File: src/rc_pkg.sv
// Shared types, constants and register codes for the repetition counter.
`default_nettype none

package rc_pkg;

   // Field widths
   localparam int DIST_WIDTH     = 16;
   localparam int TIME_WIDTH     = 32;
   localparam int COUNT_WIDTH    = 16;
   localparam int TRAVEL_WIDTH   = 14;
   localparam int IDLE_WIDTH     = 16;
   localparam int ASC_THR_WIDTH  = 13;
   localparam int QUARTER_WIDTH  = TRAVEL_WIDTH - 2;
   localparam int CSR_IDX_WIDTH  = 2;
   localparam int CSR_DATA_WIDTH = 16;

   // Register indexes on the configuration port
   localparam logic [CSR_IDX_WIDTH-1:0] CSR_MIN_TRAVEL = 2'd0;
   localparam logic [CSR_IDX_WIDTH-1:0] CSR_MAX_IDLE   = 2'd1;

   // Reset values of the configuration registers
   localparam logic [TRAVEL_WIDTH-1:0]  MIN_TRAVEL_RESET = 14'd1000;
   localparam logic [IDLE_WIDTH-1:0]    MAX_IDLE_RESET   = 16'd5000;
   localparam logic [ASC_THR_WIDTH-1:0] ASC_THR_RESET    = 13'd300;

   // A distance change above this counts as movement (0.20 cm)
   localparam logic [DIST_WIDTH-1:0]  MOVE_THRESHOLD = 16'd20;
   localparam logic [COUNT_WIDTH-1:0] COUNT_MAX      = 16'hFFFF;

   // floor(3*x/10) as x * (3 * 52429) >> 19, exact for every 14-bit x
   localparam logic [17:0] ASC_RECIP = 18'd157287;
   localparam int          ASC_SHIFT = 19;

   typedef enum logic [1:0] {
      PHASE_WAIT = 2'd0,
      PHASE_ASC  = 2'd1,
      PHASE_DESC = 2'd2
   } phase_type;

   // Configuration as seen by the step logic
   typedef struct packed {
      logic [TRAVEL_WIDTH-1:0]  min_travel;
      logic [IDLE_WIDTH-1:0]    max_idle;
      logic [ASC_THR_WIDTH-1:0] asc_thr;
      logic [QUARTER_WIDTH-1:0] quarter;
   } cfg_type;

   // Tracking state carried from one sample to the next
   typedef struct packed {
      logic                   primed;
      phase_type              phase;
      logic [COUNT_WIDTH-1:0] count;
      logic [DIST_WIDTH-1:0]  bottom_ref;
      logic [DIST_WIDTH-1:0]  peak_dist;
      logic [DIST_WIDTH-1:0]  descent_goal;
      logic [DIST_WIDTH-1:0]  prev_dist;
      logic [TIME_WIDTH-1:0]  last_move_ms;
   } state_type;

   // One input word
   typedef struct packed {
      logic [DIST_WIDTH-1:0] distance;
      logic [TIME_WIDTH-1:0] now_ms;
      logic                  restart;
   } req_type;

   // One result word
   typedef struct packed {
      logic                   rep_done;
      logic [COUNT_WIDTH-1:0] reps_total;
      phase_type              phase_now;
   } rsp_type;

endpackage

`default_nettype wire

File: src/rc_csr.sv
// Configuration registers and the thresholds derived from them.
`default_nettype none

module rc_csr (
   input  wire logic                              clock,
   input  wire logic                              reset,
   input  wire logic                              csr_write_enable,
   input  wire logic [rc_pkg::CSR_IDX_WIDTH-1:0]  csr_index,
   input  wire logic [rc_pkg::CSR_DATA_WIDTH-1:0] csr_write_data,
   output rc_pkg::cfg_type                        cfg
);

   logic [rc_pkg::TRAVEL_WIDTH-1:0]  min_travel_ff, min_travel_in;
   logic [rc_pkg::IDLE_WIDTH-1:0]    max_idle_ff, max_idle_in;
   logic [rc_pkg::ASC_THR_WIDTH-1:0] asc_thr_ff, asc_thr_in;
   logic [rc_pkg::TRAVEL_WIDTH-1:0]  travel_wr;
   logic [rc_pkg::IDLE_WIDTH-1:0]    idle_wr;
   logic [31:0]                      asc_prod;

   assign travel_wr = csr_write_data[rc_pkg::TRAVEL_WIDTH-1:0];
   assign idle_wr   = csr_write_data[rc_pkg::IDLE_WIDTH-1:0];

   // The ascending threshold is worked out once, when min_travel is written.
   assign asc_prod = 32'({18'd0, travel_wr} * {14'd0, rc_pkg::ASC_RECIP});

   // A write of zero leaves the register as it was.
   always_comb begin
      min_travel_in = min_travel_ff;
      max_idle_in   = max_idle_ff;
      asc_thr_in    = asc_thr_ff;
      if (csr_write_enable) begin
         case (csr_index)
            rc_pkg::CSR_MIN_TRAVEL: begin
               if (travel_wr != '0) begin
                  min_travel_in = travel_wr;
                  asc_thr_in    = asc_prod[rc_pkg::ASC_SHIFT +: rc_pkg::ASC_THR_WIDTH];
               end
            end
            rc_pkg::CSR_MAX_IDLE: begin
               if (idle_wr != '0) begin
                  max_idle_in = idle_wr;
               end
            end
            default: begin
            end
         endcase
      end
   end

   always_ff @(posedge clock) begin
      if (reset) begin
         min_travel_ff <= rc_pkg::MIN_TRAVEL_RESET;
         max_idle_ff   <= rc_pkg::MAX_IDLE_RESET;
         asc_thr_ff    <= rc_pkg::ASC_THR_RESET;
      end else begin
         min_travel_ff <= min_travel_in;
         max_idle_ff   <= max_idle_in;
         asc_thr_ff    <= asc_thr_in;
      end
   end

   assign cfg.min_travel = min_travel_ff;
   assign cfg.max_idle   = max_idle_ff;
   assign cfg.asc_thr    = asc_thr_ff;
   assign cfg.quarter    = min_travel_ff[rc_pkg::TRAVEL_WIDTH-1:2];

endmodule

`default_nettype wire

File: src/rc_step.sv
// Combinational update of the tracking state for one distance sample.
`default_nettype none

module rc_step (
   input  wire rc_pkg::cfg_type   cfg,
   input  wire rc_pkg::state_type state_cur,
   input  wire rc_pkg::req_type   req,
   output rc_pkg::state_type      state_next,
   output rc_pkg::rsp_type        rsp
);

   rc_pkg::state_type             base;
   logic [rc_pkg::DIST_WIDTH-1:0] d;
   logic [rc_pkg::DIST_WIDTH-1:0] move_mag;
   logic [rc_pkg::DIST_WIDTH-1:0] bottom_new;
   logic [rc_pkg::DIST_WIDTH-1:0] peak_new;
   logic [rc_pkg::TIME_WIDTH-1:0] idle_time;
   logic                          done;

   assign d = req.distance;

   // Restart clears the tracking state before the sample is applied.
   always_comb begin
      base = state_cur;
      if (req.restart) begin
         base = '0;
         base.phase = rc_pkg::PHASE_WAIT;
      end
   end

   assign move_mag   = (d > base.prev_dist) ? (d - base.prev_dist) : (base.prev_dist - d);
   assign bottom_new = (d > base.bottom_ref) ? d : base.bottom_ref;
   assign peak_new   = (d < base.peak_dist) ? d : base.peak_dist;

   // Phase machine, then the idle check on the updated movement time.
   always_comb begin
      state_next = base;
      done       = 1'b0;
      idle_time  = '0;
      if (!base.primed) begin
         state_next.primed       = 1'b1;
         state_next.bottom_ref   = d;
         state_next.peak_dist    = d;
         state_next.descent_goal = d;
         state_next.prev_dist    = d;
         state_next.last_move_ms = req.now_ms;
      end else begin
         if (move_mag > rc_pkg::MOVE_THRESHOLD) begin
            state_next.last_move_ms = req.now_ms;
         end
         state_next.prev_dist  = d;
         state_next.bottom_ref = bottom_new;

         case (base.phase)
            rc_pkg::PHASE_ASC: begin
               state_next.peak_dist = peak_new;
               if ((d - peak_new) >= {3'd0, cfg.asc_thr}) begin
                  state_next.phase = rc_pkg::PHASE_DESC;
               end
            end
            rc_pkg::PHASE_DESC: begin
               if (({1'b0, d} + {5'd0, cfg.quarter}) >= {1'b0, base.descent_goal}) begin
                  done = 1'b1;
                  if (base.count != rc_pkg::COUNT_MAX) begin
                     state_next.count = base.count + 1'b1;
                  end
                  state_next.phase        = rc_pkg::PHASE_WAIT;
                  state_next.bottom_ref   = d;
                  state_next.peak_dist    = d;
                  state_next.descent_goal = d;
                  state_next.last_move_ms = req.now_ms;
               end
            end
            default: begin
               state_next.phase = rc_pkg::PHASE_WAIT;
               if ((bottom_new - d) >= {2'd0, cfg.min_travel}) begin
                  state_next.phase        = rc_pkg::PHASE_ASC;
                  state_next.peak_dist    = d;
                  state_next.descent_goal = bottom_new;
               end
            end
         endcase

         idle_time = req.now_ms - state_next.last_move_ms;
         if (idle_time > {16'd0, cfg.max_idle}) begin
            state_next.phase        = rc_pkg::PHASE_WAIT;
            state_next.bottom_ref   = d;
            state_next.peak_dist    = d;
            state_next.descent_goal = d;
         end
      end
   end

   assign rsp.rep_done   = done;
   assign rsp.reps_total = state_next.count;
   assign rsp.phase_now  = state_next.phase;

endmodule

`default_nettype wire

File: src/repetition_counter.sv
// Top level of the repetition counter: input register, tracking state, result register.
//
// Usage: distance samples arrive on the req_ channel, one word per sample, with a
// millisecond timestamp and a restart flag. Every sample gives exactly one word on
// the rsp_ channel: whether it completed a repetition, the saturating count and the
// phase after the sample. A word moves when valid is high and stall is low.
// A sample accepted into the input register is processed by the step logic into the
// result register and shown on rsp_ from then on. Throughput: one sample per cycle
// while the receiver does not stall; the tracking state goes round the combinational
// step logic, so each sample sees the state left by the one before it.
// When the receiver stalls, the result register holds its word and the input
// register fills; req_stall then rises until the result is taken.
// Configuration (min_travel, max_idle) must be written on the csr_ port only while no
// sample is in flight, which the block does not enforce; a write of zero is ignored.
// Reset (synchronous, active high) empties both registers, clears the count and
// references, and loads min_travel 1000 and max_idle 5000.
`default_nettype none

module repetition_counter (
   input  wire logic                              clock,
   input  wire logic                              reset,
   input  wire logic                              req_valid,
   output logic                                   req_stall,
   input  wire logic [rc_pkg::DIST_WIDTH-1:0]     req_distance,
   input  wire logic [rc_pkg::TIME_WIDTH-1:0]     req_now_ms,
   input  wire logic                              req_restart,
   output logic                                   rsp_valid,
   input  wire logic                              rsp_stall,
   output logic                                   rsp_rep_done,
   output logic [rc_pkg::COUNT_WIDTH-1:0]         rsp_reps_total,
   output logic [1:0]                             rsp_phase_now,
   input  wire logic                              csr_write_enable,
   input  wire logic [rc_pkg::CSR_IDX_WIDTH-1:0]  csr_index,
   input  wire logic [rc_pkg::CSR_DATA_WIDTH-1:0] csr_write_data
);

   rc_pkg::cfg_type   cfg;
   rc_pkg::req_type   in_ff, in_in;
   logic              in_valid_ff, in_valid_in;
   rc_pkg::state_type state_ff, state_in, state_step;
   rc_pkg::rsp_type   out_ff, out_in, out_step;
   logic              out_valid_ff, out_valid_in;
   logic              advance;
   logic              step_fire;
   logic              req_take;

   rc_csr u_csr (
      .clock            (clock),
      .reset            (reset),
      .csr_write_enable (csr_write_enable),
      .csr_index        (csr_index),
      .csr_write_data   (csr_write_data),
      .cfg              (cfg)
   );

   rc_step u_step (
      .cfg        (cfg),
      .state_cur  (state_ff),
      .req        (in_ff),
      .state_next (state_step),
      .rsp        (out_step)
   );

   // The result register can take a new word when empty or being read.
   assign advance   = !out_valid_ff || !rsp_stall;
   assign step_fire = in_valid_ff && advance;
   assign req_stall = in_valid_ff && !advance;
   assign req_take  = req_valid && !req_stall;

   // Input register
   always_comb begin
      in_in       = in_ff;
      in_valid_in = in_valid_ff;
      if (req_take) begin
         in_in.distance = req_distance;
         in_in.now_ms   = req_now_ms;
         in_in.restart  = req_restart;
         in_valid_in    = 1'b1;
      end else if (step_fire) begin
         in_valid_in = 1'b0;
      end
   end

   // Tracking state and result register
   always_comb begin
      state_in     = state_ff;
      out_in       = out_ff;
      out_valid_in = out_valid_ff;
      if (step_fire) begin
         state_in     = state_step;
         out_in       = out_step;
         out_valid_in = 1'b1;
      end else if (!rsp_stall) begin
         out_valid_in = 1'b0;
      end
   end

   // An all-zero state is unprimed and waiting at the bottom.
   always_ff @(posedge clock) begin
      if (reset) begin
         in_valid_ff  <= 1'b0;
         out_valid_ff <= 1'b0;
         state_ff     <= '0;
      end else begin
         in_valid_ff  <= in_valid_in;
         out_valid_ff <= out_valid_in;
         state_ff     <= state_in;
      end
   end

   always_ff @(posedge clock) begin
      in_ff  <= in_in;
      out_ff <= out_in;
   end

   assign rsp_valid      = out_valid_ff;
   assign rsp_rep_done   = out_ff.rep_done;
   assign rsp_reps_total = out_ff.reps_total;
   assign rsp_phase_now  = out_ff.phase_now;

   // The count only falls when a sample carries restart.
   a_count_monotonic: assert property (@(posedge clock) disable iff (reset)
      step_fire && !in_ff.restart |=> state_ff.count >= $past(state_ff.count))
      else $error("repetition count fell without a restart");

   // A completed repetition leaves the machine waiting at the bottom.
   a_done_phase: assert property (@(posedge clock) disable iff (reset)
      rsp_valid && rsp_rep_done |-> rsp_phase_now == rc_pkg::PHASE_WAIT)
      else $error("repetition completed outside the waiting phase");

   // A completed repetition always has a non-zero count.
   a_done_count: assert property (@(posedge clock) disable iff (reset)
      rsp_valid && rsp_rep_done |-> rsp_reps_total != '0)
      else $error("repetition completed with a zero count");

   // The input side only stalls when its register holds a word.
   a_stall_full: assert property (@(posedge clock) disable iff (reset)
      req_stall |-> in_valid_ff && out_valid_ff && rsp_stall)
      else $error("input stalled with room in the pipeline");

endmodule

`default_nettype wire

File: config.mk
export PLATFORM = sky130hd
export DESIGN_NAME = repetition_counter
export DESIGN_NICKNAME = d
export VERILOG_FILES = /design/src/rc_pkg.sv /design/src/rc_csr.sv /design/src/rc_step.sv /design/src/repetition_counter.sv
export SDC_FILE = /design/constraint.sdc
export NUM_CORES = 1
export LEC_CHECK = 0
export ABC_AREA = 1
export BUFFER_PORTS_ARGS = -buffer_cell sky130_fd_sc_hd__buf_2
export CAP_MARGIN = 10
export CORE_ASPECT_RATIO = 0.7
export CORE_MARGIN = 3
export CORE_UTILIZATION = 63
export DETAILED_ROUTE_END_ITERATION = 8
export HOLD_SLACK_MARGIN = 0.12
export PLACE_DENSITY_LB_ADDON = 0.08
export SLEW_MARGIN = 0
export SYNTH_ARGS = -nofsm -noshare
export SYNTH_HDL_FRONTEND = slang
export SYNTH_SLANG_ARGS = --single-unit
File: constraint.sdc
create_clock -name clock -period 13.6 [get_ports clock]
set_input_delay 0.68 -clock clock [delete_from_list [all_inputs] [get_ports clock]]
set_output_delay 0.68 -clock clock [all_outputs]
set_load 0.02 [all_outputs]
=== After elaboration in Yosys (flattened, before gate mapping) ===
Index checks and enable logic that the tools add are counted.

* Input bits: 72
* Logic and storage cells: 81
* Register bits: 228

* Eq/ne operators: 5
* Multiply operators: 1
* Add/sub/neg operators: 7
* Magnitude comparators: 8
* Multiplexer cells: 26
* Reductions and logical operators: 15

{| class="wikitable"
|+ Operators by type and width
! cell !! number
|-
| 2-to-1 mux 32 bit || 6
|-
| 2-to-1 mux 115 bit || 1
|-
| 2-to-1 mux 96 bit || 1
|-
| 2-to-1 mux 66 bit || 1
|-
| 2-to-1 mux 16 bit || 4
|-
| one-hot mux 16 bit (2 select lines) || 2
|-
| subtractor 16 bit || 4
|-
| 2-to-1 mux 48 bit || 1
|-
| > comparator 16 bit || 2
|-
| > comparator 32 x 16 -> 1 bit || 1
|-
| multiplier 14 x 18 -> 32 bit (second input constant) || 1
|-
| subtractor 32 bit || 1
|-
| 2-to-1 mux 18 bit || 1
|-
| adder 16 x 12 -> 17 bit || 1
|-
| >= comparator 17 x 16 -> 1 bit || 1
|-
| adder 16 x 1 -> 16 bit (second input constant) || 1
|-
| >= comparator 16 x 13 -> 1 bit || 1
|-
| >= comparator 16 x 14 -> 1 bit || 1
|-
| > comparator 16 x 5 -> 1 bit (second input constant) || 1
|-
| less-than comparator 16 bit || 1
|-
| inequality test 16 bit (second input constant) || 1
|-
| nonzero test 16 bit || 1
|-
| nonzero test 14 bit || 1
|-
| 2-to-1 mux 1 bit || 6
|-
| other kinds (12) || 20
|}

=== Logic depth before layout (Yosys ltp) ===
* Depth in word-level cells: 12
* Depth in mapped cells: 61
* Mapped depth without buffers: 58

=== Modules after synthesis ===
Synthesis repeated with hierarchy kept, for this count alone.

* Cell total of the unflattened synthesis: 4008
* Area total of the unflattened synthesis: 25962.4 µm²

{| class="wikitable"
|+ By module, submodules not included
! module !! cells each !! times used !! area each (µm²)
|-
| rc_step || 2298 || 1 || 12278.0
|-
| repetition_counter || 834 || 1 || 7265.7
|-
| rc_csr || 876 || 1 || 6418.7
|}

=== Worst setup path before layout ===
OpenSTA, ideal clock, no wires.

* Kind: register to register
* Start point: register in_ff[35] (netlist name)
* End point: register state_ff[49] (netlist name)
* Setup time: 128 ps
* Buffers on the path: 3
* Stages on the path, launching flop included: 58
* Slack: 5681 ps
* Data arrival time: 7791 ps
* Cell sequence: edfxtp_1 -> ha_1 -> a21oi_1 -> inv_1 -> a31oi_1 -> o21ai_0 -> a21oi_1 -> o21bai_1 -> a21oi_1 -> inv_1 -> a21oi_1 -> inv_1 -> a21oi_1 -> o21bai_1 -> nand2_1 -> inv_1 -> o21ai_0 -> nor2_1 -> [22 not listed] -> ha_1 -> nand2_1 -> inv_1 -> nand3_1 -> nor3_1 -> nand2_1 -> o21ai_0 -> and2_1 -> nand3_1 -> nor2_1 -> nand2_1 -> nor3_4 -> nand2_2 -> buf_6 -> nand3_1 -> o21ai_0 -> nor2_1 -> nor2_1

* Longest elaborated chain between the ends: 11
* Elaborated cells on any way between the ends: 22
* Classes of those cells: add/sub (5); order compare (6); mux (11)

{| class="wikitable"
|+ RTL lines
! item !! RTL line !! text
|-
| start, declared || repetition_counter.sv:38 || <nowiki>rc_pkg::req_type in_ff, in_in;</nowiki>
|-
| start signal, assigned || repetition_counter.sv:112 || <nowiki>in_ff <= in_in;</nowiki>
|-
| subtractor 16 bit / > comparator 16 bit (equally long branches) || rc_step.sv:31 || <nowiki>assign move_mag = (d > base.prev_dist) ? (d - base.prev_dist) : (base.prev_dist - d);</nowiki>
|-
| 2-to-1 mux 16 bit || rc_step.sv:31 ||
|-
| > comparator 16 x 5 -> 1 bit || rc_step.sv:48 || <nowiki>if (move_mag > rc_pkg::MOVE_THRESHOLD) begin</nowiki>
|-
| 2-to-1 mux 32 bit || rc_step.sv:48 ||
|-
| 2-to-1 mux 32 bit || rc_step.sv:62 || <nowiki>if (({1'b0, d} + {5'd0, cfg.quarter}) >= {1'b0, base.descent_goal}) begin</nowiki>
|-
| 2-to-1 mux 32 bit || rc_step.sv:54 || <nowiki>case (base.phase)</nowiki>
|-
| 2-to-1 mux 32 bit || rc_step.sv:40 || <nowiki>if (!base.primed) begin</nowiki>
|-
| subtractor 32 bit || rc_step.sv:84 || <nowiki>idle_time = req.now_ms - state_next.last_move_ms;</nowiki>
|-
| > comparator 32 x 16 -> 1 bit || rc_step.sv:85 || <nowiki>if (idle_time > {16'd0, cfg.max_idle}) begin</nowiki>
|-
| 2-to-1 mux 48 bit (*) || rc_step.sv:85 ||
|-
| 2-to-1 mux 96 bit (*) || rc_step.sv:40 ||
|-
| end signal, assigned || repetition_counter.sv:107 || <nowiki>state_ff <= state_in;</nowiki>
|-
| end, declared || repetition_counter.sv:40 || <nowiki>rc_pkg::state_type state_ff, state_in, state_step;</nowiki>
|}

Every way passes the cells marked *; elsewhere a longest branch is shown, timed or not. The select of a mux whose other input is x is not followed.
A chain may end at the register's enable or synchronous reset.

=== Worst setup path after layout ===
* Start point: register in_ff[35] (netlist name)
* End point: register state_ff[53] (netlist name)

Same word-level chain as after synthesis.

==> flow_metrics.py <==
metrics = {
    "global_routing": {
        "grt_max_degree": 85,
        "grt_pass1_vias": 22366,
        "grt_pass1_wl_microns": 120000,
        "track_usage": 0.375,
        "antenna_found_initial": 0,
        "grt.overflow.total": 0,
    },
    "job": {
        "cap_violations": 0,
    },
    "place": {
        "dpl.hpwl_microns": 58900,
        "dpl_cell_area_sq_um": 24400,
        "gp_congestion": 0.999,
        "port_buffers": 92,
    },
    "detailed_routing": {
        "first_pass_iters": 7,
        "antenna_left": 0,
        "drc": 0,
        "routed_via_density": 6.02,
        "wl_per_cell_microns": 19.1,
        "drtIter0Drc": 2971,
        "drt-total-wl_microns": 76500,
        "vias": 24066,
    },
    "synthesis": {
        "synth_cells": 3466,
        "synth_flop_cell": "dfxtp_1",
        "yosysUniqueCellTypes": 59,
        "synth_largest_area_cell": "ha_1",
        "synth.top_cell.area_share": 0.165,
        "synth.most_common_cell": "nand2_1",
        "synthesis.area_sq_um": 23600,
        "async_flop_share": 0,
        "synth_edf_count": 68,
        "synth_common_cells": "nand2_1, inv_1, a21oi_1",
        "ys_ff_latch": 228,
        "syn_nets": 3923,
        "ys_warn_count": 0,
        "avgSynthCellArea_sq_um": 6.82,
        "ys_seq_area_frac": 0.222,
        "synth.area.top_cells": "ha_1, dfxtp_1, nand2_1, inv_1, edfxtp_1",
    },
    "clock_tree": {
        "cts_made_buffers": 24,
        "cts_root_buf": "clkbuf_16",
        "ctsResizeCount": 0,
        "cts.clk_slew.worst_paths_ns": 0.06,
        "cts.path.max_buffers": 3,
        "clk-insertion-delay-late_ns": 0.56,
        "cts.sink_count": 228,
        "cts_hold_buf": 0,
        "htreeDepth": 1,
        "tritoncts": "done",
        "cts_setup_buffers": 0,
    },
    "setup_path": {
        "path_class": "reg2reg",
        "crit_arrival_ns": 10.61,
        "path_delay_family": "compound AO/OA/AOI/OAI gates",
        "startpoint_type": "flop",
        "critPathCaptureType": "flop",
        "crit_required_ns": 13.99,
        "critPathBufInv": 11,
        "slowest_delay_ns": 0.60,
        "crit_fanout": 64,
        "critPathSlowestCell": "edfxtp_1",
    },
    "power": {
        "p_comb_frac": 0.527,
        "power.share.sequential": 0.242,
        "p_int_mw": 1.77,
        "p_per_area_nw_per_um2": 126,
        "leakagePower_nw": 12.6,
        "clock_power_share": 0.231,
        "power.switching_mw": 1.42,
        "ir_worst_vdd_uv": 288,
        "swShare": 0.445,
    },
    "die": {
        "start_util": 0.649,
        "core.rowCount": 58,
        "die_area_sq_um": 39900,
        "dieWidth_microns": 237,
        "die_h_microns": 168,
        "boundaryPins": 93,
        "core_sq_um": 36400,
    },
    "sta": {
        "final_max_slew_viol_count": 0,
        "tightestPinTransition_ns": 1.07,
        "setup_viol": 0,
        "fin_setup_tns_ns": 0,
        "period_share": 0.752,
        "rsz0062_at_grt": "no",
        "max_freq_mhz": 97.8,
        "slew-limit-headroom": 0.284,
        "min_period_ns": 10.22,
        "hold_viol": 0,
        "fin_skew_ns": 0.0192,
    },
    "final_layout": {
        "finalCoreUtilization": 0.695,
        "final_cell_area_sq_um": 25300,
        "nFillCells": 3095,
        "layout-drive-gt1-share": 0.0580,
        "fin_nets": 3955,
        "areaGrowthSynthToFinish_pct": 7.15,
    },
    "run_status": {
        "status": "finished clean",
    },
    "hold_path": {
        "hold_path_class": "in2reg",
    },
}
==> power by group through the flow <==
stage               Clock [mW]  Combinational [mW]  Sequential (mW)
CTS                      0.738                1.63            0.770
global placement             0                1.55            0.783
global route             0.765                1.87            0.774
floorplan                    0                1.17            0.777
finish                   0.738                1.68            0.772
detailed placement           0                1.61            0.785
==> placed cells by master, fill, tap and decap left out, drive strengths merged, types with 51 or more instances in the layout <==
cell and count:
nand3 147, o211ai 63, a21oi 339, buf 115, o21ai 244, fa 73
nand4 51, xor2 62, ha 312, dfxtp 160, nand2 856, nor2 236
inv 589, edfxtp 68
==> routing by layer <==
| metal | track usage | routed length (microns) | up-vias |
|---|---|---|---|
| li1 | - | - | 11382 |
| met1 | 0.543 | 33000 | 11085 |
| met2 | 0.559 | 31800 | 1389 |
| met3 | 0.0743 | 8760 | 210 |
| met4 | 0.131 | 2930 | 0 |
| met5 | 0 | 0 | - |
==> flip-flops by register name, indices dropped and copies added (netlist names) <==
name	cells
rsp_reps_total	16
state_ff	115
rsp_phase_now	2
rsp_rep_done	1
in_ff	49
rsp_valid	1
u_csr.min_travel_ff	14
u_csr.asc_thr_ff	13
in_valid_ff	1
u_csr.max_idle_ff	16
==> logic make-up after synthesis <==
logic type      synth area share
flops                      0.222
fa+ha+maj                  0.227
simple gates               0.239
buf+inv                    0.113
xor+xnor                  0.0296
compound gates             0.169
==> through the flow <==
stage / instances / power [mW] / hold slack, ns / worst slack, ns
floorplan: 3466 / 1.94 / 0.428 / 5.68
global placement: 3952 / 2.33 / 0.443 / 4.05
detailed placement: 3952 / 2.40 / 0.450 / 3.70
CTS: 3996 / 3.14 / 0.292 / 3.68
global route: 3996 / 3.41 / 0.289 / 2.52
finish: 3997 / 3.19 / 0.303 / 3.38
==> area by class of cell <==
cell class                 count  area (sq um)  area share
sequential                   228          5250       0.207
clock inverter                13           161     0.00637
inverter                     592          2230      0.0880
tap                          480           601      0.0237
antenna                        1          2.50   0.0000988
clock buffer                  31           722      0.0285
multi-input combinational   2537         15700       0.621
timing repair buffer         115           636      0.0251
==> final timing paths <==
kind / from / cells past startpoint / slack [ns] / to
worst max-delay path: in_ff[35]$_DFFE_PP_ / 55 / 3.38 / state_ff[53]$_SDFFE_PP0P_
worst min-delay path: req_distance[9] / 1 / 0.30 / in_ff[42]$_DFFE_PP_
worst max register to register: in_ff[35]$_DFFE_PP_ / 55 / 3.38 / state_ff[53]$_SDFFE_PP0P_
worst min register to register: u_csr.max_idle_ff[0]$_SDFFE_PP0P_ / 2 / 0.46 / u_csr.max_idle_ff[0]$_SDFFE_PP0P_
(Power assumes the default switching activity.)
